## config.mk

```make
export PLATFORM = sky130hd
export DESIGN_NAME = encoder_velocity_pd_pwm_top
export DESIGN_NICKNAME = d
export VERILOG_FILES = /design/src/rtl/core/evpd_pkg.sv /design/src/rtl/core/encoder_velocity_pd_pwm_top.sv /design/src/rtl/core/evpd_ser_mul.sv /design/src/rtl/core/evpd_ser_div.sv
export SDC_FILE = /design/constraint.sdc
export NUM_CORES = 2
export LEC_CHECK = 0
export BUFFER_PORTS_ARGS = -buffer_cell sky130_fd_sc_hd__buf_2
export CAP_MARGIN = 20
export CORE_MARGIN = 3
export CORE_UTILIZATION = 58
export DETAILED_ROUTE_END_ITERATION = 7
export PLACE_DENSITY = 0.75
export SYNTH_ARGS = -nofsm -noshare
export SYNTH_HDL_FRONTEND = slang
export SYNTH_HIERARCHICAL = 1
export SYNTH_SLANG_ARGS = --single-unit
```

## constraint.sdc

```tcl
create_clock -name clk -period 11.8 [get_ports clk]
set_input_delay 1.77 -clock clk [delete_from_list [all_inputs] [get_ports clk]]
set_output_delay 1.77 -clock clk [all_outputs]
set_load 0.05 [all_outputs]
```

## src/rtl/core/evpd_pkg.sv

```systemverilog
// shared types, register codes and constants for the encoder velocity pd pwm block
// no dependencies; imported by every module of the block
package evpd_pkg;

  localparam int unsigned CFG_IDX_W  = 3;
  localparam int unsigned CFG_DATA_W = 32;

  localparam int unsigned MUL_B_W = 16;
  localparam int unsigned NUM_W   = 55;
  localparam int unsigned DEN_W   = 36;
  localparam int unsigned CTL_W   = 50;
  localparam int unsigned VEL_Q_W = 32;
  localparam int unsigned MV_W    = 31;
  localparam int unsigned CMP_W   = 16;

  localparam logic [NUM_W-1:0] VEL_SCALE_K = 55'd411774832291;
  localparam logic signed [31:0] BRAKE_VEL = 32'sd6553;

  localparam logic [15:0]     GAIN_P_RST  = 16'd25600;
  localparam logic [15:0]     GAIN_D_RST  = 16'd2048;
  localparam logic [15:0]     CPR_RST     = 16'd1560;
  localparam logic [15:0]     PWM_TOP_RST = 16'd1000;
  localparam logic [MV_W-1:0] MAX_VEL_RST = 31'd2470368;

  typedef enum logic [CFG_IDX_W-1:0] {
    REG_GAIN_P  = 3'd0,
    REG_GAIN_D  = 3'd1,
    REG_CPR     = 3'd2,
    REG_PWM_TOP = 3'd3,
    REG_MAX_VEL = 3'd4,
    REG_MOT_REV = 3'd5,
    REG_ENC_REV = 3'd6
  } cfg_reg_t;

  typedef struct packed {
    logic signed [15:0] encoder_delta;
    logic [19:0]        interval_us;
    logic signed [31:0] vel_setpoint;
  } in_item_t;

  typedef struct packed {
    logic [15:0]        compare_value;
    logic               drive_forward;
    logic               braking;
    logic signed [31:0] position_count;
    logic signed [31:0] measured_velocity;
  } out_item_t;

endpackage

```

## src/rtl/core/encoder_velocity_pd_pwm_top.sv

```systemverilog
// encoder velocity pd controller with pwm compare output: sequencer, state and registers
// depends on evpd_pkg, evpd_ser_mul and evpd_ser_div
//
// usage
//   input channel in_valid / in_stall / in_data carries one control tick per item:
//   encoder delta, interval in microseconds and target velocity (q16.16 rad/s).
//   result channel out_valid / out_stall / out_data returns one item per tick:
//   pwm compare, direction pin, brake flag, position count and measured velocity.
//   cfg_valid / cfg_ready / cfg_index / cfg_data writes the seven registers; cfg_ready
//   is always high. the user must make writes while no item is in flight; unenforced.
// sequencing
//   one item at a time. the serial units run in sequence up to the result register,
//   each pair of multipliers together; the velocity division is skipped when its
//   quotient overflows. they are shift-add multipliers with 16-bit multiplier
//   operands and restoring dividers of 32 and 16 quotient bits.
//   in_stall is high from acceptance until the result is moved to the output register.
// reset and stall
//   synchronous active-low reset clears position, last error and direction and
//   loads register defaults. a stalled result stays in the output register; the
//   next item may be accepted meanwhile but its result waits until that one is taken.
module encoder_velocity_pd_pwm_top (
  input  logic                                clk,
  input  logic                                rst_n,
  input  logic                                in_valid,
  output logic                                in_stall,
  input  evpd_pkg::in_item_t                  in_data,
  output logic                                out_valid,
  input  logic                                out_stall,
  output evpd_pkg::out_item_t                 out_data,
  input  logic                                cfg_valid,
  output logic                                cfg_ready,
  input  logic [evpd_pkg::CFG_IDX_W-1:0]      cfg_index,
  input  logic [evpd_pkg::CFG_DATA_W-1:0]     cfg_data
);
  import evpd_pkg::*;

  typedef enum logic [3:0] {
    S_IDLE, S_MUL, S_PREP, S_DIVV, S_VEL, S_ERR, S_DIFF,
    S_PD, S_ABS, S_CMP, S_CMUL, S_CDIV, S_OUT
  } state_t;

  // configuration registers
  logic [15:0]     gp_r, gd_r, cpr_r, pwm_top_r;
  logic [MV_W-1:0] max_vel_r;
  logic            mrev_r, erev_r;

  state_t state_r, state_nxt;
  logic   out_valid_r, out_valid_nxt;
  logic   dir_r, dir_nxt;
  logic [31:0]        pos_r, pos_nxt;
  logic signed [31:0] last_err_r, last_err_nxt;

  logic               d_neg_r, d_neg_nxt;
  logic signed [31:0] target_r, target_nxt;
  logic [NUM_W-1:0]   num_r, num_nxt;
  logic [DEN_W-1:0]   den_r, den_nxt;
  logic               qbig_r, qbig_nxt;
  logic signed [31:0] vel_r, vel_nxt, err_r, err_nxt;
  logic [CTL_W-1:0]   ctl_r, ctl_nxt;
  logic [CTL_W-2:0]   cm_r, cm_nxt;
  logic               ctl_neg_r, ctl_neg_nxt, ctl_nz_r, ctl_nz_nxt;
  logic               brake_r, brake_nxt, sat_r, sat_nxt;
  out_item_t          out_data_r, out_data_nxt;

  logic               in_acc;
  logic signed [16:0] d17, d_eff, d_abs;
  logic [19:0]        iv_eff;
  logic [15:0]        cpr_eff;
  logic [MV_W-1:0]    mv_eff;
  logic [32:0]        q33, e33, diff33;
  logic [CTL_W-1:0]   ctl_neg_val;
  logic [MV_W+7:0]    limit;
  logic               tpos, tneg;

  logic               mul_start, pd_start, cm_start, divv_start, divc_start;
  logic [NUM_W-1:0]   num_prod, c_prod, c_a;
  logic [DEN_W-1:0]   den_prod, den_a, divv_rem;
  logic [CTL_W-1:0]   p_prod, d_prod, p_a, d_a;
  logic [VEL_Q_W-1:0] divv_q;
  logic [CMP_W-1:0]   divc_q;
  logic               num_done, den_done, p_done, d_done, divv_done, divc_done;
  logic               c_done_w;

  assign in_acc    = in_valid && !in_stall;
  assign in_stall  = (state_r != S_IDLE);
  assign cfg_ready = 1'b1;
  assign out_valid = out_valid_r;
  assign out_data  = out_data_r;

  assign d17     = {in_data.encoder_delta[15], in_data.encoder_delta};
  assign d_eff   = erev_r ? (17'sd0 - d17) : d17;
  assign d_abs   = d_eff[16] ? (17'sd0 - d_eff) : d_eff;
  assign iv_eff  = (in_data.interval_us == '0) ? 20'd1 : in_data.interval_us;
  assign cpr_eff = (cpr_r == '0) ? 16'd1 : cpr_r;
  assign mv_eff  = (max_vel_r == '0) ? MV_W'(1) : max_vel_r;
  assign den_a   = {16'd0, iv_eff};
  assign limit   = {mv_eff, 8'd0};

  assign q33    = qbig_r ? 33'h1_FFFF_FFFF : {1'b0, divv_q};
  assign e33    = {target_r[31], target_r} - {vel_r[31], vel_r};
  assign diff33 = {err_r[31], err_r} - {last_err_r[31], last_err_r};
  assign p_a    = {{(CTL_W-32){err_r[31]}}, err_r};
  assign d_a    = {{(CTL_W-33){diff33[32]}}, diff33};
  assign ctl_neg_val = '0 - ctl_r;
  assign c_a    = {{(NUM_W-MV_W-8){1'b0}}, cm_r[MV_W+7:0]};
  assign divv_rem = {{(DEN_W-(NUM_W-VEL_Q_W)){1'b0}}, num_r[NUM_W-1:VEL_Q_W]};
  assign tpos   = !target_r[31] && (target_r != '0);
  assign tneg   = target_r[31];

  assign mul_start  = in_acc;
  assign divv_start = (state_r == S_PREP) && !(divv_rem >= den_r);
  assign pd_start   = (state_r == S_DIFF);
  assign cm_start   = (state_r == S_CMP);
  assign divc_start = (state_r == S_CMUL) && c_done_w;

  always_ff @(posedge clk) begin
    if (!rst_n) begin
      gp_r      <= GAIN_P_RST;
      gd_r      <= GAIN_D_RST;
      cpr_r     <= CPR_RST;
      pwm_top_r <= PWM_TOP_RST;
      max_vel_r <= MAX_VEL_RST;
      mrev_r    <= 1'b0;
      erev_r    <= 1'b0;
    end else if (cfg_valid && cfg_ready) begin
      case (cfg_index)
        REG_GAIN_P:  gp_r      <= cfg_data[15:0];
        REG_GAIN_D:  gd_r      <= cfg_data[15:0];
        REG_CPR:     cpr_r     <= cfg_data[15:0];
        REG_PWM_TOP: pwm_top_r <= cfg_data[15:0];
        REG_MAX_VEL: max_vel_r <= cfg_data[MV_W-1:0];
        REG_MOT_REV: mrev_r    <= cfg_data[0];
        REG_ENC_REV: erev_r    <= cfg_data[0];
        default: ;
      endcase
    end
  end

  always_comb begin
    state_nxt     = state_r;
    out_valid_nxt = out_valid_r;
    dir_nxt       = dir_r;
    pos_nxt       = pos_r;
    last_err_nxt  = last_err_r;
    d_neg_nxt     = d_neg_r;
    target_nxt    = target_r;
    num_nxt       = num_r;
    den_nxt       = den_r;
    qbig_nxt      = qbig_r;
    vel_nxt       = vel_r;
    err_nxt       = err_r;
    ctl_nxt       = ctl_r;
    cm_nxt        = cm_r;
    ctl_neg_nxt   = ctl_neg_r;
    ctl_nz_nxt    = ctl_nz_r;
    brake_nxt     = brake_r;
    sat_nxt       = sat_r;
    out_data_nxt  = out_data_r;
    if (out_valid_r && !out_stall) begin
      out_valid_nxt = 1'b0;
    end
    case (state_r)
      S_IDLE: begin
        if (in_acc) begin
          d_neg_nxt  = d_eff[16];
          target_nxt = in_data.vel_setpoint;
          pos_nxt    = pos_r + {{15{d_eff[16]}}, d_eff};
          state_nxt  = S_MUL;
        end
      end
      S_MUL: begin
        if (num_done) begin
          num_nxt   = num_prod + {{(NUM_W-DEN_W+1){1'b0}}, den_prod[DEN_W-1:1]};
          den_nxt   = den_prod;
          state_nxt = S_PREP;
        end
      end
      S_PREP: begin
        qbig_nxt  = divv_rem >= den_r;
        state_nxt = (divv_rem >= den_r) ? S_VEL : S_DIVV;
      end
      S_DIVV: begin
        if (divv_done) begin
          state_nxt = S_VEL;
        end
      end
      S_VEL: begin
        if (d_neg_r) begin
          vel_nxt = (q33 > 33'h0_8000_0000) ? 32'sh8000_0000 : 32'(33'd0 - q33);
        end else begin
          vel_nxt = (q33 > 33'h0_7FFF_FFFF) ? 32'sh7FFF_FFFF : q33[31:0];
        end
        state_nxt = S_ERR;
      end
      S_ERR: begin
        if (e33[32] != e33[31]) begin
          err_nxt = e33[32] ? 32'sh8000_0000 : 32'sh7FFF_FFFF;
        end else begin
          err_nxt = e33[31:0];
        end
        brake_nxt = (tpos && (vel_r < -BRAKE_VEL)) || (tneg && (vel_r > BRAKE_VEL));
        state_nxt = S_DIFF;
      end
      S_DIFF: begin
        last_err_nxt = err_r;
        state_nxt    = S_PD;
      end
      S_PD: begin
        if (p_done) begin
          ctl_nxt   = p_prod + d_prod;
          state_nxt = S_ABS;
        end
      end
      S_ABS: begin
        cm_nxt      = ctl_r[CTL_W-1] ? ctl_neg_val[CTL_W-2:0] : ctl_r[CTL_W-2:0];
        ctl_neg_nxt = ctl_r[CTL_W-1];
        ctl_nz_nxt  = (ctl_r != '0);
        state_nxt   = S_CMP;
      end
      S_CMP: begin
        sat_nxt   = cm_r >= {{(CTL_W-1-MV_W-8){1'b0}}, limit};
        state_nxt = S_CMUL;
      end
      S_CMUL: begin
        if (c_done_w) begin
          state_nxt = S_CDIV;
        end
      end
      S_CDIV: begin
        if (divc_done) begin
          state_nxt = S_OUT;
        end
      end
      S_OUT: begin
        if (!out_valid_r || !out_stall) begin
          if (!brake_r) begin
            if (ctl_neg_r) begin
              dir_nxt = mrev_r;
            end else if (ctl_nz_r) begin
              dir_nxt = !mrev_r;
            end
          end
          out_data_nxt.compare_value     = brake_r ? 16'd0 : (sat_r ? pwm_top_r : divc_q);
          out_data_nxt.drive_forward     = dir_nxt;
          out_data_nxt.braking           = brake_r;
          out_data_nxt.position_count    = pos_r;
          out_data_nxt.measured_velocity = vel_r;
          out_valid_nxt = 1'b1;
          state_nxt     = S_IDLE;
        end
      end
      default: state_nxt = S_IDLE;
    endcase
  end

  always_ff @(posedge clk) begin
    if (!rst_n) begin
      state_r     <= S_IDLE;
      out_valid_r <= 1'b0;
      dir_r       <= 1'b0;
      pos_r       <= '0;
      last_err_r  <= '0;
    end else begin
      state_r     <= state_nxt;
      out_valid_r <= out_valid_nxt;
      dir_r       <= dir_nxt;
      pos_r       <= pos_nxt;
      last_err_r  <= last_err_nxt;
    end
    d_neg_r    <= d_neg_nxt;
    target_r   <= target_nxt;
    num_r      <= num_nxt;
    den_r      <= den_nxt;
    qbig_r     <= qbig_nxt;
    vel_r      <= vel_nxt;
    err_r      <= err_nxt;
    ctl_r      <= ctl_nxt;
    cm_r       <= cm_nxt;
    ctl_neg_r  <= ctl_neg_nxt;
    ctl_nz_r   <= ctl_nz_nxt;
    brake_r    <= brake_nxt;
    sat_r      <= sat_nxt;
    out_data_r <= out_data_nxt;
  end

  // |delta| * scale and counts_per_rev * interval
  evpd_ser_mul #(.PW(NUM_W), .BW(MUL_B_W)) u_mul_num (
    .clk(clk), .rst_n(rst_n), .start(mul_start), .a(VEL_SCALE_K),
    .b(d_abs[15:0]), .prod(num_prod), .done(num_done)
  );

  evpd_ser_mul #(.PW(DEN_W), .BW(MUL_B_W)) u_mul_den (
    .clk(clk), .rst_n(rst_n), .start(mul_start), .a(den_a),
    .b(cpr_eff), .prod(den_prod), .done(den_done)
  );

  evpd_ser_div #(.DW(DEN_W), .QW(VEL_Q_W)) u_div_vel (
    .clk(clk), .rst_n(rst_n), .start(divv_start), .rem_init(divv_rem),
    .num_lo(num_r[VEL_Q_W-1:0]), .divisor(den_r), .quot(divv_q), .done(divv_done)
  );

  // pd terms
  evpd_ser_mul #(.PW(CTL_W), .BW(MUL_B_W)) u_mul_p (
    .clk(clk), .rst_n(rst_n), .start(pd_start), .a(p_a),
    .b(gp_r), .prod(p_prod), .done(p_done)
  );

  evpd_ser_mul #(.PW(CTL_W), .BW(MUL_B_W)) u_mul_d (
    .clk(clk), .rst_n(rst_n), .start(pd_start), .a(d_a),
    .b(gd_r), .prod(d_prod), .done(d_done)
  );

  // |control| * pwm_top / (max velocity * 256)
  evpd_ser_mul #(.PW(NUM_W), .BW(MUL_B_W)) u_mul_cmp (
    .clk(clk), .rst_n(rst_n), .start(cm_start), .a(c_a),
    .b(pwm_top_r), .prod(c_prod), .done(c_done_w)
  );

  evpd_ser_div #(.DW(MV_W), .QW(CMP_W)) u_div_cmp (
    .clk(clk), .rst_n(rst_n), .start(divc_start), .rem_init(c_prod[NUM_W-1:NUM_W-MV_W]),
    .num_lo(c_prod[CMP_W+7:8]), .divisor(mv_eff), .quot(divc_q), .done(divc_done)
  );

  a_accept_holds: assert property (@(posedge clk) disable iff (!rst_n)
    (in_valid && !in_stall) |=> in_stall)
    else $error("item accepted while another is in flight");

  a_mul_pairs: assert property (@(posedge clk) disable iff (!rst_n)
    (num_done == den_done) && (p_done == d_done))
    else $error("paired serial multipliers out of step");

  a_brake_zero: assert property (@(posedge clk) disable iff (!rst_n)
    (out_valid && out_data.braking) |-> (out_data.compare_value == 16'd0))
    else $error("non-zero compare while braking");

  a_cmp_top: assert property (@(posedge clk) disable iff (!rst_n)
    out_valid |-> (out_data.compare_value <= pwm_top_r))
    else $error("compare above pwm top");

endmodule

```

## src/rtl/core/evpd_ser_mul.sv

```systemverilog
// bit-serial shift-add multiplier, one multiplier bit per cycle
// depends on evpd_pkg for default widths
module evpd_ser_mul #(
  parameter int unsigned PW = evpd_pkg::NUM_W,
  parameter int unsigned BW = evpd_pkg::MUL_B_W
) (
  input  logic          clk,
  input  logic          rst_n,
  input  logic          start,
  input  logic [PW-1:0] a,
  input  logic [BW-1:0] b,
  output logic [PW-1:0] prod,
  output logic          done
);
  import evpd_pkg::*;

  localparam int unsigned CW = $clog2(BW + 1);

  logic [PW-1:0] a_r, a_nxt, acc_r, acc_nxt;
  logic [BW-1:0] b_r, b_nxt;
  logic [CW-1:0] cnt_r, cnt_nxt;
  logic          busy_r, busy_nxt, done_r, done_nxt;

  always_comb begin
    a_nxt    = a_r;
    b_nxt    = b_r;
    acc_nxt  = acc_r;
    cnt_nxt  = cnt_r;
    busy_nxt = busy_r;
    done_nxt = 1'b0;
    if (start) begin
      a_nxt    = a;
      b_nxt    = b;
      acc_nxt  = '0;
      cnt_nxt  = CW'(BW);
      busy_nxt = 1'b1;
    end else if (busy_r) begin
      acc_nxt = acc_r + (b_r[0] ? a_r : '0);
      a_nxt   = a_r << 1;
      b_nxt   = b_r >> 1;
      cnt_nxt = cnt_r - CW'(1);
      if (cnt_r == CW'(1)) begin
        busy_nxt = 1'b0;
        done_nxt = 1'b1;
      end
    end
  end

  always_ff @(posedge clk) begin
    if (!rst_n) begin
      busy_r <= 1'b0;
      done_r <= 1'b0;
      cnt_r  <= '0;
    end else begin
      busy_r <= busy_nxt;
      done_r <= done_nxt;
      cnt_r  <= cnt_nxt;
    end
    a_r   <= a_nxt;
    b_r   <= b_nxt;
    acc_r <= acc_nxt;
  end

  assign prod = acc_r;
  assign done = done_r;

endmodule

```

## src/rtl/core/evpd_ser_div.sv

```systemverilog
// restoring divider, one quotient bit per cycle
// depends on evpd_pkg for default widths
module evpd_ser_div #(
  parameter int unsigned DW = evpd_pkg::DEN_W,
  parameter int unsigned QW = evpd_pkg::VEL_Q_W
) (
  input  logic          clk,
  input  logic          rst_n,
  input  logic          start,
  input  logic [DW-1:0] rem_init,
  input  logic [QW-1:0] num_lo,
  input  logic [DW-1:0] divisor,
  output logic [QW-1:0] quot,
  output logic          done
);
  import evpd_pkg::*;

  localparam int unsigned CW = $clog2(QW + 1);

  logic [DW-1:0] rem_r, rem_nxt, d_r, d_nxt;
  logic [QW-1:0] n_r, n_nxt, q_r, q_nxt;
  logic [CW-1:0] cnt_r, cnt_nxt;
  logic          busy_r, busy_nxt, done_r, done_nxt;
  logic [DW:0]   trial, trial_sub;
  logic          ge;

  assign trial     = {rem_r, n_r[QW-1]};
  assign trial_sub = trial - {1'b0, d_r};
  assign ge        = trial >= {1'b0, d_r};

  always_comb begin
    rem_nxt  = rem_r;
    d_nxt    = d_r;
    n_nxt    = n_r;
    q_nxt    = q_r;
    cnt_nxt  = cnt_r;
    busy_nxt = busy_r;
    done_nxt = 1'b0;
    if (start) begin
      rem_nxt  = rem_init;
      d_nxt    = divisor;
      n_nxt    = num_lo;
      q_nxt    = '0;
      cnt_nxt  = CW'(QW);
      busy_nxt = 1'b1;
    end else if (busy_r) begin
      rem_nxt = ge ? trial_sub[DW-1:0] : trial[DW-1:0];
      q_nxt   = {q_r[QW-2:0], ge};
      n_nxt   = n_r << 1;
      cnt_nxt = cnt_r - CW'(1);
      if (cnt_r == CW'(1)) begin
        busy_nxt = 1'b0;
        done_nxt = 1'b1;
      end
    end
  end

  always_ff @(posedge clk) begin
    if (!rst_n) begin
      busy_r <= 1'b0;
      done_r <= 1'b0;
      cnt_r  <= '0;
    end else begin
      busy_r <= busy_nxt;
      done_r <= done_nxt;
      cnt_r  <= cnt_nxt;
    end
    rem_r <= rem_nxt;
    d_r   <= d_nxt;
    n_r   <= n_nxt;
    q_r   <= q_nxt;
  end

  assign quot = q_r;
  assign done = done_r;

endmodule
```

* Yosys cells after proc, flatten, opt, wreduce, memory -nomap -nowiden
Cells that the tools add are included.
** Word-level totals
- Output and inout bits :: 85
- Logic and storage cells :: 305
- Register bits :: 1391
** Cells by class
- Reduce and logical (&&, ||, !) cells :: 52
- Multiplexer cells :: 101
- Order comparisons :: 8
- Equality and inequality tests :: 33
- Bitwise operators :: 6
- Add/subtract/negate cells :: 23
** Operator list (number)
- $mux W50 :: 6
- $mux W16 :: 15
- $mux W32 :: 7
- $add A50 B50 Y50 :: 3
- $mux W31 :: 4
- $add A55 B55 Y55 :: 2
- $mux W55 :: 2
- $mux W39 :: 2
- $mux W36 :: 2
- $sub A32 B32 Y33 :: 2
- $mux W20 :: 3
- $mux W5 :: 12
- $add A55 B35 Y55 :: 1
- $pmux W4 S13 :: 1
- $reduce_bool A50 Y1 :: 1
- $ge A49 B39 Y1 :: 1
- $mux W49 :: 1
- $sub A1 B49 Y49 const A :: 1
- $mux W23 :: 2
- $ge A37 B36 Y1 :: 1
- $add A36 B36 Y36 :: 1
- $ge A23 B36 Y1 :: 1
- $sub A36 B36 Y36 :: 1
- $gt A33 B31 Y1 const B :: 1
- other kinds (45) :: 150

* Longest topological paths before layout
- Word-level depth :: 5
- Mapped depth :: 20
- Depth with buffers taken out :: 19

* Hierarchy
Netlist, hierarchy kept.
** Modules (own cells, without submodules)
- encoder_velocity_pd_pwm_top :: area an instance 32433.6 um^2, cells each 3411, instances 1
- evpd_ser_mul (u_mul_num) :: area an instance 8663.3 um^2, cells each 895, instances 1
- evpd_ser_mul (u_mul_cmp) :: area an instance 8281.7 um^2, cells each 834, instances 1
- evpd_ser_mul (u_mul_p) :: area an instance 8107.8 um^2, cells each 821, instances 1
- evpd_ser_mul (u_mul_d) :: area an instance 7998.9 um^2, cells each 814, instances 1
- evpd_ser_div (u_div_vel) :: area an instance 7997.7 um^2, cells each 738, instances 1
- evpd_ser_div (u_div_cmp) :: area an instance 5849.4 um^2, cells each 568, instances 1
- evpd_ser_mul (u_mul_den) :: area an instance 5780.5 um^2, cells each 567, instances 1

* Worst setup path before layout
No wires, ideal clock.
- Path kind :: flip-flop to flip-flop
- Start :: register num_r[45]
- End :: register u_div_vel.n_r[0], enable pin
- Slack :: 5.019 ns
- Arrival time :: 6.385 ns
- Required time :: 11.403 ns
- Clock period less this slack :: 6.781 ns
- Stages on the path, launching flop included :: 14
- Buffers on the path :: 3
- Path through :: edfxtp_1 > ha_1 > a21o_1 > a21o_1 > a21o_1 > a21o_1 > a21oi_1 > o211ai_1 > and2_1 > a211oi_1 > clkbuf_1 > clkbuf_1 > clkbuf_1 > or2_2
** Between the ends
- Longest elaborated chain between the ends :: 4
** RTL lines
- start: declaration :: RTL line encoder_velocity_pd_pwm_top.sv:55 : logic [NUM_W-1:0] num_r, num_nxt;
- start signal: assignment :: RTL line encoder_velocity_pd_pwm_top.sv:272 : num_r <= num_nxt;
- $ge A23 B36 Y1 :: RTL line encoder_velocity_pd_pwm_top.sv:111 : assign divv_start = (state_r == S_PREP) && !(divv_rem >= den_r);
- $logic_not A1 Y1 :: RTL line encoder_velocity_pd_pwm_top.sv:111
- $logic_and A1 B1 Y1 :: RTL line encoder_velocity_pd_pwm_top.sv:111
- net divv_start :: RTL line encoder_velocity_pd_pwm_top.sv:75 : logic mul_start, pd_start, cm_start, divv_start, divc_start;
- $reduce_bool A2 Y1 (no line)
- end signal: assignment :: RTL line evpd_ser_div.sv:70 : n_r <= n_nxt;
- end: declaration :: RTL line evpd_ser_div.sv:21 : logic [QW-1:0] n_r, n_nxt, q_r, q_nxt;
The timed path passes the listed nets, and every way through them passes these cells.
A chain may end at the register's enable or synchronous reset.

* Worst setup path after layout
- Start :: input port in_data[56] in the netlist's numbering
- End :: register pos_r[31]
** Between the ends
- Longest elaborated chain between the ends :: 3
** RTL lines
- start: declaration :: RTL line encoder_velocity_pd_pwm_top.sv:26 : input evpd_pkg::in_item_t in_data,
- $sub A1 B16 Y17 :: RTL line encoder_velocity_pd_pwm_top.sv:91 : assign d_eff = erev_r ? (17'sd0 - d17) : d17;
- $mux W17 :: RTL line encoder_velocity_pd_pwm_top.sv:91
- net d_eff[16] :: RTL line encoder_velocity_pd_pwm_top.sv:66 : logic signed [16:0] d17, d_eff, d_abs;
- $add A32 B32 Y32 :: RTL line encoder_velocity_pd_pwm_top.sv:167 : pos_nxt = pos_r + {{15{d_eff[16]}}, d_eff};
- end signal: assignment :: RTL line encoder_velocity_pd_pwm_top.sv:267 : pos_r <= pos_nxt;
- end: declaration :: RTL line encoder_velocity_pd_pwm_top.sv:50 : logic [31:0] pos_r, pos_nxt;
The timed path passes the listed nets, and every way through them passes these cells.

==> metrics.md <==
| Metric | Value |
|---|---|
| Outcome | completed |
| Gpl congestion | 0.950 |
| CTS Root Cell | clkbuf_16 |
| Cells after Synth | 8644 |
| Setup tns final | 0 ns |
| CTS resizes | 0 |
| Critical Path Source | in_data[56] |
| Slew HR | 24.0% |
| CTS tree | built |
| Post-Syn Area per Cell | 9.84 um2 |
| CTS hold repair buffers | 0 |
| LEAKAGE | 36.7 nW |
| Vias in the first global route | 62000 |
| Worst Path Required | 12.51 ns |
| Pre-Repair DR Iteration Count | 8 |
| Die height | 389 um |
| Min-delay worst type | reg -> reg |
| Post-route DRC | 0 |
| Final period util | 57.1% |
| Clk buf depth | 3 |
| Mapped Area | 85100 um2 |
| Clk slew on worst S/H paths | 0.06 ns |
| Worst-Margin Slew | 1.11 ns |
| Initial antenna violation count | 3 |
| IO Count | 193 |
| Hold path startpoint | den_r[30]$_DFFE_PP_ |
| Initial Utilization | 58.8% |
| Pin count of the biggest net entering global routing | 78 |
| Fmax | 148 MHz |
| NetSw | 0.00539 W |
| VDD IR-drop max | 172 uV |
| P_int | 0.0108 W |
| Final worst slack | 5.06 ns |
| Worst Hold End | u_div_vel/d_r[30]$_DFFE_PP_ |
| Input/output buffers | 190 |
| Clock sink count | 1391 |
| Row count | 139 |
| Area of the multi-input gates | 45500 um2 |
| Layout Utilization | 64.0% |
| DR WL/cell | 19.7 um |
| Sw Ratio | 33.2% |
| Area growth, synth to finish | 8.85% |
| Clk_lat worst skew | 0.80 ns |
| Worst hold path depth | 0 |
| # setup viols final | 0 |
| Seq pwr share | 40.5% |
| # fillers | 11700 |
| Sequential cell area | 36700 um2 |
| Total GRT Usage | 27.0% |
| Final min period | 6.74 ns |
| HPWL Detailed | 159000 um |
| GRT Residual Overflow | 0 |
| DR vias | 64600 |
| Cell Pwr Density | 175 nW/um2 |
| Combinational share of power | 29.2% |
| CP Data Arrival Time | 7.45 ns |
| DP Worst Slack | 4.31 ns |
| R2R depth | 14 |
| Clock Power Share | 30.3% |
| Layout net count | 9400 |
| Die footprint | 151000 um2 |
| Iteration-0 DRC Markers | 4405 |
| Critical Path Sink Type | flip-flop |
| Slew Limit Fails | 0 |
| H-tree depth | 4 |
| Post-Route WL | 212000 um |
| First-pass GRT wire length | 332000 um |
| Worst R2R Setup Slack | 6.53 ns |
| Postcts setup bufs | 0 |
| CTS buffer count | 155 |
| Die Wd | 389 um |
| FF-to-FF End | vel_r[15]$_DFFE_PP_ |
| RR Startpoint | qbig_r$_DFFE_PN_ |
| Max cap viols | 0 |
| Hold Fails Final Rpt | 0 |
| Crit-path max FO | 23 |
| DRT antenna net count | 0 |
| Via-to-Cell Ratio | 6.00 |
| Worst setup skew after layout | 0.0338 ns |
| Unrepaired setup endpoints after global routing | false |
| Syn. warnings | 6 |
| Crit path launch type | primary input |
| Core area | 145000 um2 |
| WS Path Type | in -> reg |
| Share of cells above drive strength 1 | 11.7% |
==> power groups by stage <==
stage               clock [W]  combinational [W]  sequential, W
floorplan                   0            0.00388        0.00635
global placement            0            0.00457        0.00667
detailed placement          0            0.00467        0.00669
CTS                   0.00502            0.00469        0.00659
global route          0.00520            0.00526        0.00664
finish                0.00492            0.00474        0.00658
==> worst max-delay path: stages <==
cell and delay (ns):
buf_2 0.12, or3_1 0.40, or4_1 0.47, or4_1 0.48, nor3_1 0.24, nand2b_1 0.13, nor2_1 0.11, o21a_1 0.37
inv_1 0.53, ha_1 0.56, and3_1 0.21, and2_1 0.20, nand2_1 0.08, o31ai_1 0.29, a21oi_1 0.14, a311oi_1 0.49
a221oi_1 0.20, xnor2_1 0.17, or3_1 0.32, a21boi_0 0.16
==> worst max-delay path by stage <==
stage	end	slack (ns)
5_1_grt	pos_r[31]$_SDFFE_PN0P_	4.72
6_report	pos_r[31]$_SDFFE_PN0P_	5.06
3_3_place_gp	pos_r[31]$_SDFFE_PN0P_	4.42
2_1_floorplan	u_div_vel/n_r[0]$_SDFFCE_PN0P_	5.02
4_1_cts	pos_r[31]$_SDFFE_PN0P_	5.13
3_5_place_dp	pos_r[31]$_SDFFE_PN0P_	4.31
==> placed cells by master, fill, tap and decap left out, drive strengths merged, types with 84 or more instances in the layout <==
cell type  count
edfxtp       882
nand2        798
a21oi        654
nor2         620
ha           559
dfxtp        509
o21ai        465
inv          376
mux2         374
xnor2        359
and2         301
a21o         262
buf          249
clkbuf       211
mux2i        187
nand3        185
xor2         168
nand4        127
nor3         112
conb         101
nor2b         84
==> state kept, by name (all words and copies together), names as in the netlist, 36 cells and up <==
register and flops:
cm_r 49, u_mul_num/a_r 55, u_div_vel/rem_r 36, u_mul_den/a_r 36, num_r 55, u_mul_d/a_r 50
u_mul_cmp/prod 55, out_data 82, u_mul_den/prod 36, den_r 36, u_mul_num/prod 55, u_mul_d/prod 50
u_mul_p/a_r 50, u_div_vel/d_r 36, u_mul_cmp/a_r 55, ctl_r 50, u_mul_p/prod 50
==> per-layer routing <==
layer | up-vias | GRT usage [%] | share of wire [%]
met1 | 30800 | 34.4 | 43
met3 | 420 | 3.67 | 5.0
met2 | 1732 | 46.8 | 48
met4 | 0 | 10.2 | 3.7
met5 | - | 0 | 0
li1 | 31600 | - | -
==> metrics by stage <==
stage               power (W)  hold WS (ns)  cells  cell area, um2
detailed placement     0.0114         0.437  10500           87300
CTS                    0.0163         0.451  10800           92600
finish                 0.0162         0.448  10800           92600
floorplan              0.0102         0.417   8743           85400
global placement       0.0112         0.432  10500           87300
global route           0.0171         0.456  10800           92600
==> cell type report <==
class,count,area share (%)
antenna,2,0.00541
clock inverter,80,0.900
inverter,368,1.51
timing repair buffer,249,1.52
multi-input combinational,6556,49.1
sequential,1391,39.6
tap,1903,2.57
clock buffer,211,4.74
Note: power is estimated with default switching activity, not from simulation.
